==> src/clcd4_pkg.sv <==
package clcd4_pkg;

    // Operation codes carried on s_tuser
    localparam logic [2:0] OP_CMD   = 3'd0;
    localparam logic [2:0] OP_DATA  = 3'd1;
    localparam logic [2:0] OP_POS   = 3'd2;
    localparam logic [2:0] OP_CLEAR = 3'd3;
    localparam logic [2:0] OP_INIT  = 3'd4;

    // Configuration register indexes
    localparam logic [2:0] REG_PULSE_HALF = 3'd0;
    localparam logic [2:0] REG_POWER_ON   = 3'd1;
    localparam logic [2:0] REG_SETUP      = 3'd2;
    localparam logic [2:0] REG_CMD_NIB    = 3'd3;
    localparam logic [2:0] REG_DATA_NIB   = 3'd4;
    localparam logic [2:0] REG_CLEAR      = 3'd5;
    localparam logic [2:0] REG_INIT_GAP   = 3'd6;

    // Reset values of the configuration registers
    localparam logic [9:0]  RST_PULSE_HALF = 10'd45;
    localparam logic [20:0] RST_POWER_ON   = 21'd1600000;
    localparam logic [20:0] RST_SETUP      = 21'd4000;
    localparam logic [20:0] RST_CMD_NIB    = 21'd400000;
    localparam logic [20:0] RST_DATA_NIB   = 21'd16000;
    localparam logic [20:0] RST_CLEAR      = 21'd300000;
    localparam logic [20:0] RST_INIT_GAP   = 21'd4000;

    localparam int          HOLD_W    = 23;
    localparam logic [22:0] LONG_WAIT = 23'd4000000;

    // Microcode layout
    localparam int          PC_W        = 6;
    localparam logic [5:0]  ENTRY_BYTE  = 6'd0;
    localparam logic [5:0]  ENTRY_CLEAR = 6'd5;
    localparam logic [5:0]  ENTRY_INIT  = 6'd15;
    localparam logic [5:0]  LAST_ADDR   = 6'd38;

    // Nibble source
    localparam logic [1:0] NIB_HI    = 2'd0;
    localparam logic [1:0] NIB_LO    = 2'd1;
    localparam logic [1:0] NIB_CONST = 2'd2;

    // Wait term of the hold
    localparam logic [2:0] W_NONE  = 3'd0;
    localparam logic [2:0] W_SETUP = 3'd1;
    localparam logic [2:0] W_POWER = 3'd2;
    localparam logic [2:0] W_LONG  = 3'd3;
    localparam logic [2:0] W_CMD   = 3'd4;
    localparam logic [2:0] W_NIB   = 3'd5;

    // Tail term of the hold
    localparam logic [1:0] T_NONE  = 2'd0;
    localparam logic [1:0] T_CLEAR = 2'd1;
    localparam logic [1:0] T_GAP   = 2'd2;

    // One control word per step
    typedef struct packed {
        logic       en;
        logic [1:0] nib_sel;
        logic [3:0] nib_const;
        logic       add_pulse;
        logic [2:0] wait_sel;
        logic [1:0] tail_sel;
        logic       done;
    } uc_word_t;

    function automatic uc_word_t uc(input logic en, input logic [1:0] nsel,
                                    input logic [3:0] nconst, input logic addp,
                                    input logic [2:0] wsel, input logic [1:0] tsel,
                                    input logic done);
        uc_word_t w;
        w.en        = en;
        w.nib_sel   = nsel;
        w.nib_const = nconst;
        w.add_pulse = addp;
        w.wait_sel  = wsel;
        w.tail_sel  = tsel;
        w.done      = done;
        return w;
    endfunction

    // Program store: byte run, clear and home, init program
    function automatic uc_word_t uc_rom(input logic [5:0] addr);
        uc_word_t w;
        w = uc(1'b0, NIB_CONST, 4'h0, 1'b0, W_NONE, T_NONE, 1'b1);
        case (addr)
            // byte from the request register
            6'd0:  w = uc(1'b0, NIB_HI, 4'h0, 1'b0, W_SETUP, T_NONE, 1'b0);
            6'd1:  w = uc(1'b1, NIB_HI, 4'h0, 1'b1, W_NONE,  T_NONE, 1'b0);
            6'd2:  w = uc(1'b0, NIB_HI, 4'h0, 1'b1, W_NIB,   T_NONE, 1'b0);
            6'd3:  w = uc(1'b1, NIB_LO, 4'h0, 1'b1, W_NONE,  T_NONE, 1'b0);
            6'd4:  w = uc(1'b0, NIB_LO, 4'h0, 1'b1, W_NIB,   T_NONE, 1'b1);
            // clear: command 0x01
            6'd5:  w = uc(1'b0, NIB_CONST, 4'h0, 1'b0, W_SETUP, T_NONE, 1'b0);
            6'd6:  w = uc(1'b1, NIB_CONST, 4'h0, 1'b1, W_NONE,  T_NONE, 1'b0);
            6'd7:  w = uc(1'b0, NIB_CONST, 4'h0, 1'b1, W_NIB,   T_NONE, 1'b0);
            6'd8:  w = uc(1'b1, NIB_CONST, 4'h1, 1'b1, W_NONE,  T_NONE, 1'b0);
            6'd9:  w = uc(1'b0, NIB_CONST, 4'h1, 1'b1, W_NIB,   T_NONE, 1'b0);
            // home: command 0x02
            6'd10: w = uc(1'b0, NIB_CONST, 4'h0, 1'b0, W_SETUP, T_NONE,  1'b0);
            6'd11: w = uc(1'b1, NIB_CONST, 4'h0, 1'b1, W_NONE,  T_NONE,  1'b0);
            6'd12: w = uc(1'b0, NIB_CONST, 4'h0, 1'b1, W_NIB,   T_NONE,  1'b0);
            6'd13: w = uc(1'b1, NIB_CONST, 4'h2, 1'b1, W_NONE,  T_NONE,  1'b0);
            6'd14: w = uc(1'b0, NIB_CONST, 4'h2, 1'b1, W_NIB,   T_CLEAR, 1'b1);
            // init: power-on hold and four single nibbles
            6'd15: w = uc(1'b0, NIB_CONST, 4'h3, 1'b0, W_POWER, T_NONE, 1'b0);
            6'd16: w = uc(1'b1, NIB_CONST, 4'h3, 1'b1, W_NONE,  T_NONE, 1'b0);
            6'd17: w = uc(1'b0, NIB_CONST, 4'h3, 1'b1, W_LONG,  T_NONE, 1'b0);
            6'd18: w = uc(1'b1, NIB_CONST, 4'h3, 1'b1, W_NONE,  T_NONE, 1'b0);
            6'd19: w = uc(1'b0, NIB_CONST, 4'h3, 1'b1, W_POWER, T_NONE, 1'b0);
            6'd20: w = uc(1'b1, NIB_CONST, 4'h3, 1'b1, W_NONE,  T_NONE, 1'b0);
            6'd21: w = uc(1'b0, NIB_CONST, 4'h3, 1'b1, W_CMD,   T_NONE, 1'b0);
            6'd22: w = uc(1'b1, NIB_CONST, 4'h2, 1'b1, W_NONE,  T_NONE, 1'b0);
            6'd23: w = uc(1'b0, NIB_CONST, 4'h2, 1'b1, W_CMD,   T_NONE, 1'b0);
            // init: function set 0x28
            6'd24: w = uc(1'b0, NIB_CONST, 4'h2, 1'b0, W_SETUP, T_NONE, 1'b0);
            6'd25: w = uc(1'b1, NIB_CONST, 4'h2, 1'b1, W_NONE,  T_NONE, 1'b0);
            6'd26: w = uc(1'b0, NIB_CONST, 4'h2, 1'b1, W_NIB,   T_NONE, 1'b0);
            6'd27: w = uc(1'b1, NIB_CONST, 4'h8, 1'b1, W_NONE,  T_NONE, 1'b0);
            6'd28: w = uc(1'b0, NIB_CONST, 4'h8, 1'b1, W_NIB,   T_GAP,  1'b0);
            // init: display on 0x0F
            6'd29: w = uc(1'b0, NIB_CONST, 4'h0, 1'b0, W_SETUP, T_NONE, 1'b0);
            6'd30: w = uc(1'b1, NIB_CONST, 4'h0, 1'b1, W_NONE,  T_NONE, 1'b0);
            6'd31: w = uc(1'b0, NIB_CONST, 4'h0, 1'b1, W_NIB,   T_NONE, 1'b0);
            6'd32: w = uc(1'b1, NIB_CONST, 4'hF, 1'b1, W_NONE,  T_NONE, 1'b0);
            6'd33: w = uc(1'b0, NIB_CONST, 4'hF, 1'b1, W_NIB,   T_GAP,  1'b0);
            // init: entry mode 0x06
            6'd34: w = uc(1'b0, NIB_CONST, 4'h0, 1'b0, W_SETUP, T_NONE, 1'b0);
            6'd35: w = uc(1'b1, NIB_CONST, 4'h0, 1'b1, W_NONE,  T_NONE, 1'b0);
            6'd36: w = uc(1'b0, NIB_CONST, 4'h0, 1'b1, W_NIB,   T_NONE, 1'b0);
            6'd37: w = uc(1'b1, NIB_CONST, 4'h6, 1'b1, W_NONE,  T_NONE, 1'b0);
            6'd38: w = uc(1'b0, NIB_CONST, 4'h6, 1'b1, W_NIB,   T_GAP,  1'b1);
            default: w = uc(1'b0, NIB_CONST, 4'h0, 1'b0, W_NONE, T_NONE, 1'b1);
        endcase
        return w;
    endfunction

endpackage

==> src/char_lcd_four_bit_sequencer.sv <==
// The accepted request sets the step counter; its first step then loads the output register.
// Throughput: one pin-state word per cycle while m_tready is high; a byte request gives
// 5 words, clear and home 10, init 24; the next request is taken once the step counter
// has issued the last step of the current program (one step per cycle while not stalled).
// Reset (aresetn low, synchronous): sequencer idle, output empty, config at reset values.
module char_lcd_four_bit_sequencer #(
    parameter int COLUMNS = 40
) (
    input  logic        aclk,
    input  logic        aresetn,
    // request channel
    input  logic        s_tvalid,
    output logic        s_tready,
    input  logic [15:0] s_tdata,   // byte_value[7:0], row[8], column[14:9], zero[15]
    input  logic [2:0]  s_tuser,   // operation[2:0]
    // pin-state channel
    output logic        m_tvalid,
    input  logic        m_tready,
    output logic [31:0] m_tdata,   // reg_select[0], enable[1], data_nibble[5:2],
                                   // hold_cycles[28:6], zero[31:29]
    output logic        m_tlast,
    // configuration write channel
    input  logic        cfg_valid,
    output logic        cfg_ready,
    input  logic [2:0]  cfg_index,
    input  logic [20:0] cfg_data
);

    localparam logic [5:0] COL_MAX = 6'(COLUMNS - 1);

    // configuration registers
    logic [9:0]  pulse_half_reg;
    logic [20:0] power_on_reg, setup_reg, cmd_nib_reg, data_nib_reg;
    logic [20:0] clear_extra_reg, init_gap_reg;

    // sequencer state
    logic                     busy_reg, busy_next;
    logic [clcd4_pkg::PC_W-1:0] pc_reg, pc_next;
    logic                     rs_reg, rs_next;
    logic [7:0]               byte_reg, byte_next;

    // output register
    logic                         m_valid_reg, m_valid_next;
    logic                         m_rs_reg, m_en_reg, m_last_reg;
    logic [3:0]                   m_nib_reg;
    logic [clcd4_pkg::HOLD_W-1:0] m_hold_reg;

    clcd4_pkg::uc_word_t uw;
    logic       s_fire, step_en, op_known;
    logic [2:0] op;
    logic [7:0] in_byte;
    logic       in_row;
    logic [5:0] in_col, col_sat;
    logic [6:0] pos_addr;
    logic [3:0] nib_val;
    logic [clcd4_pkg::HOLD_W-1:0] base_val, wait_val, tail_val, hold_val;

    assign op      = s_tuser;
    assign in_byte = s_tdata[7:0];
    assign in_row  = s_tdata[8];
    assign in_col  = s_tdata[14:9];

    assign s_tready  = !busy_reg;
    assign s_fire    = s_tvalid && s_tready;
    assign cfg_ready = 1'b1;

    // step issues when the output register is free or being drained
    assign step_en = busy_reg && (!m_valid_reg || m_tready);
    assign uw      = clcd4_pkg::uc_rom(pc_reg);

    // set-position command byte
    assign col_sat  = (in_col > COL_MAX) ? COL_MAX : in_col;
    assign pos_addr = {in_row, 6'd0} + {1'b0, col_sat};

    // dispatch: entry point per operation
    always_comb begin
        busy_next = busy_reg;
        pc_next   = pc_reg;
        rs_next   = rs_reg;
        byte_next = byte_reg;
        op_known  = 1'b1;
        if (step_en) begin
            pc_next = pc_reg + 1'b1;
            if (uw.done) begin
                busy_next = 1'b0;
            end
        end
        if (s_fire) begin
            rs_next   = (op == clcd4_pkg::OP_DATA);
            byte_next = in_byte;
            case (op)
                clcd4_pkg::OP_CMD, clcd4_pkg::OP_DATA: begin
                    pc_next = clcd4_pkg::ENTRY_BYTE;
                end
                clcd4_pkg::OP_POS: begin
                    pc_next   = clcd4_pkg::ENTRY_BYTE;
                    byte_next = {1'b1, pos_addr};
                end
                clcd4_pkg::OP_CLEAR: begin
                    pc_next = clcd4_pkg::ENTRY_CLEAR;
                end
                clcd4_pkg::OP_INIT: begin
                    pc_next = clcd4_pkg::ENTRY_INIT;
                end
                default: begin
                    op_known = 1'b0;
                end
            endcase
            busy_next = op_known;
        end
    end

    // datapath: nibble and hold of the current step
    always_comb begin
        case (uw.nib_sel)
            clcd4_pkg::NIB_HI: nib_val = byte_reg[7:4];
            clcd4_pkg::NIB_LO: nib_val = byte_reg[3:0];
            default:           nib_val = uw.nib_const;
        endcase
        base_val = uw.add_pulse ? clcd4_pkg::HOLD_W'(pulse_half_reg) : '0;
        case (uw.wait_sel)
            clcd4_pkg::W_SETUP: wait_val = clcd4_pkg::HOLD_W'(setup_reg);
            clcd4_pkg::W_POWER: wait_val = clcd4_pkg::HOLD_W'(power_on_reg);
            clcd4_pkg::W_LONG:  wait_val = clcd4_pkg::LONG_WAIT;
            clcd4_pkg::W_CMD:   wait_val = clcd4_pkg::HOLD_W'(cmd_nib_reg);
            clcd4_pkg::W_NIB:   wait_val = rs_reg ? clcd4_pkg::HOLD_W'(data_nib_reg)
                                                  : clcd4_pkg::HOLD_W'(cmd_nib_reg);
            default:            wait_val = '0;
        endcase
        case (uw.tail_sel)
            clcd4_pkg::T_CLEAR: tail_val = clcd4_pkg::HOLD_W'(clear_extra_reg);
            clcd4_pkg::T_GAP:   tail_val = clcd4_pkg::HOLD_W'(init_gap_reg);
            default:            tail_val = '0;
        endcase
        hold_val = base_val + wait_val + tail_val;
    end

    always_comb begin
        m_valid_next = m_valid_reg;
        if (m_valid_reg && m_tready) begin
            m_valid_next = 1'b0;
        end
        if (step_en) begin
            m_valid_next = 1'b1;
        end
    end

    // control registers
    always_ff @(posedge aclk) begin
        if (!aresetn) begin
            busy_reg    <= 1'b0;
            pc_reg      <= '0;
            m_valid_reg <= 1'b0;
        end else begin
            busy_reg    <= busy_next;
            pc_reg      <= pc_next;
            m_valid_reg <= m_valid_next;
        end
    end

    // request and output payload
    always_ff @(posedge aclk) begin
        rs_reg   <= rs_next;
        byte_reg <= byte_next;
        if (step_en) begin
            m_rs_reg   <= rs_reg;
            m_en_reg   <= uw.en;
            m_nib_reg  <= nib_val;
            m_hold_reg <= hold_val;
            m_last_reg <= uw.done;
        end
    end

    // configuration writes
    always_ff @(posedge aclk) begin
        if (!aresetn) begin
            pulse_half_reg  <= clcd4_pkg::RST_PULSE_HALF;
            power_on_reg    <= clcd4_pkg::RST_POWER_ON;
            setup_reg       <= clcd4_pkg::RST_SETUP;
            cmd_nib_reg     <= clcd4_pkg::RST_CMD_NIB;
            data_nib_reg    <= clcd4_pkg::RST_DATA_NIB;
            clear_extra_reg <= clcd4_pkg::RST_CLEAR;
            init_gap_reg    <= clcd4_pkg::RST_INIT_GAP;
        end else if (cfg_valid && cfg_ready) begin
            case (cfg_index)
                clcd4_pkg::REG_PULSE_HALF: pulse_half_reg  <= cfg_data[9:0];
                clcd4_pkg::REG_POWER_ON:   power_on_reg    <= cfg_data;
                clcd4_pkg::REG_SETUP:      setup_reg       <= cfg_data;
                clcd4_pkg::REG_CMD_NIB:    cmd_nib_reg     <= cfg_data;
                clcd4_pkg::REG_DATA_NIB:   data_nib_reg    <= cfg_data;
                clcd4_pkg::REG_CLEAR:      clear_extra_reg <= cfg_data;
                clcd4_pkg::REG_INIT_GAP:   init_gap_reg    <= cfg_data;
                default: ;
            endcase
        end
    end

    assign m_tvalid = m_valid_reg;
    assign m_tlast  = m_last_reg;
    assign m_tdata  = {3'b000, m_hold_reg, m_nib_reg, m_en_reg, m_rs_reg};

    // checks
    property p_pc_in_program;
        @(posedge aclk) disable iff (!aresetn)
        busy_reg |-> (pc_reg <= clcd4_pkg::LAST_ADDR);
    endproperty
    a_pc_in_program: assert property (p_pc_in_program)
        else $error("step counter outside program");

    property p_known_op_starts;
        @(posedge aclk) disable iff (!aresetn)
        (s_fire && op_known) |=> busy_reg;
    endproperty
    a_known_op_starts: assert property (p_known_op_starts)
        else $error("accepted request did not start a program");

    property p_end_shows_last;
        @(posedge aclk) disable iff (!aresetn)
        ($fell(busy_reg) && $past(aresetn)) |-> (m_valid_reg && m_last_reg);
    endproperty
    a_end_shows_last: assert property (p_end_shows_last)
        else $error("program ended without a last word");

    property p_no_accept_busy;
        @(posedge aclk) disable iff (!aresetn)
        busy_reg |-> !s_tready;
    endproperty
    a_no_accept_busy: assert property (p_no_accept_busy)
        else $error("request taken while a program runs");

endmodule

==> config.mk <==
export PLATFORM = sky130hd
export DESIGN_NAME = char_lcd_four_bit_sequencer
export DESIGN_NICKNAME = d
export VERILOG_FILES = /design/src/clcd4_pkg.sv /design/src/char_lcd_four_bit_sequencer.sv
export SDC_FILE = /design/constraint.sdc
export NUM_CORES = 1
export LEC_CHECK = 0
export ABC_AREA = 1
export BUFFER_PORTS_ARGS = -buffer_cell sky130_fd_sc_hd__buf_2
export CAP_MARGIN = 20
export CORE_UTILIZATION = 50
export DETAILED_ROUTE_END_ITERATION = 8
export HOLD_SLACK_MARGIN = 0.12
export MAX_ROUTING_LAYER = met4
export PLACE_DENSITY_LB_ADDON = 0.1
export REMOVE_ABC_BUFFERS = 1
export SYNTH_ARGS = -nofsm -noshare
export SYNTH_HDL_FRONTEND = slang
export SYNTH_SLANG_ARGS = --single-unit
==> constraint.sdc <==
create_clock -name aclk -period 4.3 [get_ports aclk]
set_input_delay 0.86 -clock aclk [delete_from_list [all_inputs] [get_ports aclk]]
set_output_delay 0.86 -clock aclk [all_outputs]
set_load 0.02 [all_outputs]
==> results of run 1 <==
cells in the mapped netlist, drive strengths merged (11+ instances only):
master  number  share of area (%)
a21oi       62                3.2
clkbuf      56                2.1
dfxtp      158                 32
edfxtp      39                 12
fa          11                2.2
ha          40                5.0
inv        110                4.1
nand2      333                 13
nand3       97                5.3
nand4       13               0.81
nor2       202                7.7
o21ai      144                7.2
area by class of cell:
class | count | area, um^2 | area share, %
repair buffers | 102 | 605.6 | 5.355
clock buffers | 19 | 432.9 | 3.828
flip-flops and latches | 197 | 4334 | 38.33
inverters | 112 | 424.2 | 3.751
diodes | 1 | 2.502 | 0.02213
multi-input cells | 972 | 5007 | 44.28
clock inverters | 13 | 170.2 | 1.505
well taps | 265 | 331.6 | 2.932
stage by stage:
stage / total power, mW / setup slack, ns / cell area (um^2)
global placement: 2.970 / 0.5414 / 10680
floorplan: 2.627 / 0.4485 / 9756
finish: 4.615 / 0.4403 / 11310
detailed placement: 2.968 / 0.5221 / 10680
global route: 4.814 / 0.2459 / 11310
CTS: 4.629 / 0.5053 / 11280
routing by layer:
metal  routed length [um]  up-vias
li1                     -     4512
met1                13020     4132
met2                12450      250
met3                 1414       33
met4                  563        0
met5                    0        -
where the power goes:
group / internal [mW] / switching (mW) / leakage (nW)
clock network: 0.927 / 0.749 / 0.286
registers: 2.01 / 0.0614 / 1.66
logic: 0.272 / 0.597 / 3.34
total: 3.21 / 1.41 / 5.28
worst max-delay path, stage by stage, from the launching register on:
cell and delay, ns:
dfxtp_1 0.33, inv_1 0.11, nand3_1 0.09, inv_1 0.62, a221oi_1 0.30, fa_1 0.56, inv_1 0.06, ha_1 0.42
nand3_1 0.10, nand3_1 0.22, nand2_1 0.08, nand2_1 0.10, nand2_1 0.05, and2_1 0.15, or2_2 0.29, nand3_1 0.08
nand2_1 0.07
path summary, 6_finish.rpt:
check	start	depth (start not counted)	endpoint
max	uw[4]$_SDFF_PP0_	16	m_hold_reg[16]$_DFFE_PP_
min	uw[13]$_DFF_P_	0	m_en_reg$_DFFE_PP_
max reg2reg	uw[4]$_SDFF_PP0_	16	m_hold_reg[16]$_DFFE_PP_
min reg2reg	uw[13]$_DFF_P_	0	m_en_reg$_DFFE_PP_
cells by family after synthesis:
group	Yosys count	share of synthesized area (%)
XOR/XNOR	15	1.310
AO/OA/AOI/OAI	244	13.61
flip-flops	197	43.21
adder cells (fa/ha/maj)	51	7.186
AND/OR/NAND/NOR	658	27.57
buffers and inverters	177	7.036
other	2	0.07488
==> metrics.cfg, run 1 <==
[clock_tree]
root_buffer = clkbuf_16
clk_latency_ns = 0.44
cts_htree_levels = 4
cts_resized = 0
numCtsBuffers = 17
clkTransAtPathRegs_ns = 0.07
clkSinkCount = 197
cts_tree = built
cts_setup_buffers = 0
cts_max_path_buffers = 2
ctsHoldBuffers = 0

[grt]
grt-ovfl-total = 0
grt.total_usage_pct = 28.98
busiest_layer = met2
met3_usage_pct = 5.398
antenna_found_initial = 1
grt_max_degree = 102
met1_usage_pct = 38.39
grt_use_met2_pct = 44.97
first_global_vias = 8329
grt_pass1_wl_mm = 43.84

[layout]
final_common_cell = nand2_1
fin_nets = 1501
post-route-util_pct = 57.73
layout_common_cells = nand2_1, nor2_1, dfxtp_1, o21ai_0, inv_1
drive_gt1_share_pct = 11.52
area_delta_synth_final_pct = 12.75
instances_no_fill = 1681
fillerInstances = 1891
largest_reg_flops = 23

[route]
routedWlPerCell_um = 16.33
drtIter0Drc = 650
dr_total_vias = 8927
via_per_inst = 5.311
drc_errors = 0
wl_mm = 27.45
drt-pass1-iter-count = 5
postRouteAntennaNets = 0

[hold_path]
hp-class = flop to flop

[timing]
period_share_pct = 89.76
finalCriticalPeriod_ns = 3.860
rsz0062_at_grt = false
fin_hold_ws_ns = 0.4085
clock.fmax_mhz = 259.1
clock_skew_ns = 0.01130
hold_viol = 0
setup_tns_ns = 0
tightest_slew_ns = 0.9825
slew_headroom_pct = 34.43
slew_viol_final = 0
finalSetupViolCount = 0

[logic_synthesis]
ys_async_sr_fraction_pct = 0
synth_flop_cell = dfxtp_1
syn_area_um2 = 10030
synth_edf_count = 39
ys_seq_area_share_pct = 43.21
yosys_register_bits = 197
netlist_instances = 1344
yosysWarnings = 0
ys_types = 44
syn_area_per_cell_um2 = 7.463

[placed_design]
place_hpwl_mm = 18.81
gp_congestion = 0.8600
dp_cells = 1647
portBuffers = 78

[floorplanning]
die_area_um2 = 20630
start_util_pct = 51.20
coreArea_um2 = 19590
row_count = 51
die_h_um = 143.6
die_w_um = 143.6
io_pins = 84

[worst_setup_path]
crit_arrival_ns = 4.05
crit_type = flop to flop
end_kind = flop
reg2reg_slack_ns = 0.44
cp.required_ns = 4.49
cp_max_fo = 16
critPathLaunchType = flop

[power_and_ir_drop]
leakagePower_nw = 5.285
ir_drop_v = 0.0002472
powerDensity_nw_per_um2 = 408.1

[job]
maxCapViolCount = 0

[status]
outcome = finished, final reports clean

(Power assumes the default switching activity.)
==> inputs of run 2 (changes only) <==
Settings changed: ABC_CLOCK_PERIOD_IN_PS from default to 3600.
Clock period 4.3 ns to 3.6 ns, I/O delays scaled along.
==> run 2 against run 1 <==
Effect of this change:
- flip-flop and latch count did not move
- count of clock-buffer cells in the layout rose by 1
- total power grew 22%
- clock power rose by 18%
- maximum frequency grew 11%
- via count increased by 2.4%
==> metrics.cfg, run 2 (synthesized netlist as in run 1, its figures left out) <==
[status]
outcome = finished, final reports clean

[clock_tree]
cts_setup_buffers = 0
cts_max_path_buffers = 2
numCtsBuffers = 17
cts_htree_levels = 4
clkSinkCount = 197
root_buffer = clkbuf_16
cts_resized = 0
cts_tree = built
clkTransAtPathRegs_ns = 0.07
ctsHoldBuffers = 0
clk_latency_ns = 0.44

[worst_setup_path]
cp_max_fo = 8
cp.required_ns = 3.80
reg2reg_slack_ns = 0.14
crit_type = flop to flop
r2r_start = uw[5]$_DFF_P_
r2r_cells = 14
crit_arrival_ns = 3.66
reg2reg_to = m_hold_reg[16]$_DFFE_PP_
end_kind = flop
crit_path_start = uw[5]$_DFF_P_
critPathLaunchType = flop

[hold_path]
whs_endpoint = m_en_reg$_DFFE_PP_
min_path_cells = 0
hp-class = flop to flop
hp-start = uw[13]$_DFF_P_

[floorplanning]
die_area_um2 = 20630
die_h_um = 143.6
row_count = 51
start_util_pct = 51.20
coreArea_um2 = 19590
io_pins = 84
die_w_um = 143.6

[grt]
antenna_found_initial = 1
grt-ovfl-total = 0
grt.total_usage_pct = 29.24
grt_max_degree = 74
first_global_vias = 8393
grt_pass1_wl_mm = 44.33

[job]
maxCapViolCount = 0

[timing]
clock_skew_ns = 0.01531
finalCriticalPeriod_ns = 3.464
finalSetupViolCount = 0
clock.fmax_mhz = 288.7
fin_hold_ws_ns = 0.4074
slew_viol_final = 0
setup_ws_ns = 0.1361
period_share_pct = 96.22
hold_viol = 0
setup_tns_ns = 0
tightest_slew_ns = 0.9832
slew_headroom_pct = 34.38

[power_and_ir_drop]
powerDensity_nw_per_um2 = 483.8
leakagePower_nw = 5.420
ir_drop_v = 0.0003384
finalPower_mw = 5.651

[layout]
largest_reg_flops = 23
post-route-util_pct = 59.63
layout_common_cells = nand2_1, nor2_1, dfxtp_1, o21ai_0, inv_1
drive_gt1_share_pct = 14.54
fin_area_um2 = 11680
instances_no_fill = 1703
area_delta_synth_final_pct = 16.48
fin_nets = 1523
final_common_cell = nand2_1

[placed_design]
portBuffers = 78
dp_cells = 1669
gp_congestion = 0.9432
placed_area_um2 = 10900
place_ws_ns = 0.04237
place_hpwl_mm = 19.06

[route]
wl_mm = 28.10
postRouteAntennaNets = 0
drtIter0Drc = 752
drt-pass1-iter-count = 8
drc_errors = 0
via_per_inst = 5.366
routedWlPerCell_um = 16.50
dr_total_vias = 9139

-- run 2: critical path, cell delays in order, from the launching register on --
cell	delay, ns
dfxtp_2	0.37
inv_1	0.11
nor2_2	0.15
nand2_2	0.18
o21ai_0	0.41
a221oi_4	0.08
fa_1	0.53
inv_1	0.07
ha_1	0.42
a21oi_1	0.13
o21a_1	0.19
and2_1	0.16
or2_2	0.29
nand3_1	0.08
nand2_1	0.05
-- run 2: worst max-delay path by stage --
stage                                     to  slack, ns  cells past startpoint
finish              m_hold_reg[16]$_DFFE_PP_       0.14                     14
global route        m_hold_reg[16]$_DFFE_PP_      -0.01                     17
CTS                  m_hold_reg[9]$_DFFE_PP_       0.02                     13
detailed placement   m_hold_reg[9]$_DFFE_PP_       0.04                     13
global placement     m_hold_reg[9]$_DFFE_PP_       0.09                     13
floorplan           m_hold_reg[16]$_DFFE_PP_      -0.25                     15
-- run 2: power breakdown --
group | total (mW) | switching [mW] | internal, mW | leakage [nW]
Combinational | 1.19 | 0.764 | 0.422 | 3.47
Clock | 1.99 | 0.856 | 1.13 | 0.297
Sequential | 2.48 | 0.0751 | 2.40 | 1.66
-- run 2: layout make-up --
cell class                      instances  area [um^2]
Fill cell                            1797         7908
Antenna cell                            1        2.502
Timing Repair inverter                  1        7.507
Clock buffer                           20        457.9
Clock inverter                         12        147.6
Sequential cell                       197         4335
Timing Repair Buffer                  123        805.8
Inverter                              112        427.9
Tap cell                              265        331.6
Multi-Input combinational cell        972         5166
-- run 2: per-layer routing --
layer | GRT usage [%] | vias to the layer above | part of all wire [%]
met5 | - | - | 0
met4 | 10.53 | 0 | 2.7
met3 | 4.532 | 48 | 6.4
met2 | 44.61 | 302 | 45
met1 | 39.22 | 4235 | 46
li1 | - | 4554 | -
==> inputs of run 3 (changes only) <==
Settings changed: ABC_CLOCK_PERIOD_IN_PS 3600 to 4290.
Clock period 3.6 ns to 4.29 ns, I/O delays scaled along.
==> run 3 against run 2 <==
Effect of this change:
- total power is 20% lower
- routed wire length decreased by 2.2%
- critical path depth unchanged
- via count fell by 1.9%
- design area fell by 3.4%
- global-route usage fell by 0.31 points
- flip-flop and latch count is the same
- worst setup slack improved by 0.32 ns
- sequential share of layout area up 1.3 points
- count of clock-buffer cells in the layout increased by 5
- critical path type unchanged
- critical endpoint is now m_hold_reg[17]$_DFFE_PP_
==> metrics.cfg, run 3 (synthesized netlist as in run 1, its figures left out) <==
[worst_setup_path]
r2r_cells = 14
cp_max_fo = 21
crit_type = flop to flop
end_kind = flop
cp.required_ns = 4.48
crit_arrival_ns = 4.03
critPathLaunchType = flop

[layout]
layout_common_cells = nand2_1, nor2_1, dfxtp_1, o21ai_0, inv_1
fin_area_um2 = 11280
largest_reg_flops = 23
area_delta_synth_final_pct = 12.50
drive_gt1_share_pct = 11.50
final_common_cell = nand2_1
fillerInstances = 1906
fin_nets = 1504
post-route-util_pct = 57.60

[grt]
first_global_vias = 8304
grt-ovfl-total = 0
antenna_found_initial = 1
grt.total_usage_pct = 28.93
grt_max_degree = 89
grt_pass1_wl_mm = 43.86

[route]
drt-pass1-iter-count = 5
drc_errors = 0
dr_total_vias = 8963
via_per_inst = 5.322
drtIter0Drc = 765
postRouteAntennaNets = 0
routedWlPerCell_um = 16.31
wl_mm = 27.47

[placed_design]
placed_area_um2 = 10710
place_hpwl_mm = 18.76
place_ws_ns = 0.5193
gp_congestion = 0.8823
portBuffers = 78

[timing]
period_share_pct = 89.42
clock_skew_ns = 0.009914
fin_hold_ws_ns = 0.4049
hold_viol = 0
finalSetupViolCount = 0
tightest_slew_ns = 0.9614
rsz0062_at_grt = false
clock.fmax_mhz = 260.7
setup_ws_ns = 0.4541
setup_tns_ns = 0
finalCriticalPeriod_ns = 3.836
slew_viol_final = 0
slew_headroom_pct = 35.84

[clock_tree]
ctsHoldBuffers = 0
clk_latency_ns = 0.44
cts_max_path_buffers = 2
clkSinkCount = 197
cts_tree = built
numCtsBuffers = 17
clkTransAtPathRegs_ns = 0.07
cts_setup_buffers = 0
cts_resized = 0
cts_htree_levels = 4
root_buffer = clkbuf_16

[floorplanning]
coreArea_um2 = 19590
start_util_pct = 51.20
io_pins = 84
die_w_um = 143.6
die_area_um2 = 20630
die_h_um = 143.6
row_count = 51

[status]
outcome = finished, final reports clean

[power_and_ir_drop]
leakagePower_nw = 5.292
powerDensity_nw_per_um2 = 402.4
ir_drop_v = 0.0002573

[hold_path]
min_path_cells = 0
hp-class = flop to flop

[job]
maxCapViolCount = 0

[run 3: cell count changes in the layout (fill, tap and decap cells not counted), sizes merged]
| cell | delta |
|---|---|
| inv | +2 |
| clkinvlp | -3 |
| buf | -18 |
| clkinv | -3 |
| bufinv | -2 |
| clkbuf | +5 |
[run 3: path summary, 6_finish.rpt]
| kind | startpoint | slack, ns | to |
|---|---|---|---|
| worst max-delay path | rs_reg$_DFFE_PP_ | 0.45 | m_hold_reg[17]$_DFFE_PP_ |
| worst min-delay path | uw[13]$_DFF_P_ | 0.40 | m_en_reg$_DFFE_PP_ |
| worst max register to register | rs_reg$_DFFE_PP_ | 0.45 | m_hold_reg[17]$_DFFE_PP_ |
| worst min register to register | uw[13]$_DFF_P_ | 0.40 | m_en_reg$_DFFE_PP_ |
[run 3: layer usage]
metal / track usage (%) / vias to the layer above / share of wire, %
met1: 38.04 / 4131 / 46
met4: 8.175 / 0 / 1.7
met3: 4.998 / 37 / 6.2
met5: - / - / 0
li1: - / 4511 / -
met2: 45.71 / 284 / 46
[run 3: final cells by class]
class / instances / area, um^2 / share of cell area (%)
inverter: 112 / 424.2 / 3.759
antenna: 1 / 2.502 / 0.02218
clock buffer: 25 / 508.0 / 4.502
tap: 265 / 331.6 / 2.939
sequential: 197 / 4334 / 38.41
clock inverter: 7 / 67.56 / 0.5988
multi-input combinational: 972 / 5007 / 44.38
timing repair buffer: 105 / 608.1 / 5.389
[run 3: power by group]
part	internal [mW]	leakage [nW]	switching [mW]
clock	0.887	0.288	0.703
sequential	2.01	1.66	0.0621
combinational	0.276	3.35	0.599
[run 3: worst max-delay path, cell delays in order (launching register included)]
cell and delay, ns:
edfxtp_1 0.80, buf_4 0.39, o21ai_0 0.14, nand2_1 0.08, o2111ai_1 0.15, fa_1 0.49
ha_1 0.39, a21oi_1 0.30, o21ai_0 0.17, a21oi_1 0.25, o21ai_0 0.16, nand2_1 0.12
nand2_1 0.05, nand2_1 0.05, nand2_1 0.04
[run 3: through the flow]
step / instances / total power [mW]
after floorplan: 1281 / 2.633
after global placement: 1651 / 2.981
after detailed placement: 1651 / 2.981
after CTS: 1683 / 4.556
after global routing: 1684 / 4.744
final: 1684 / 4.540
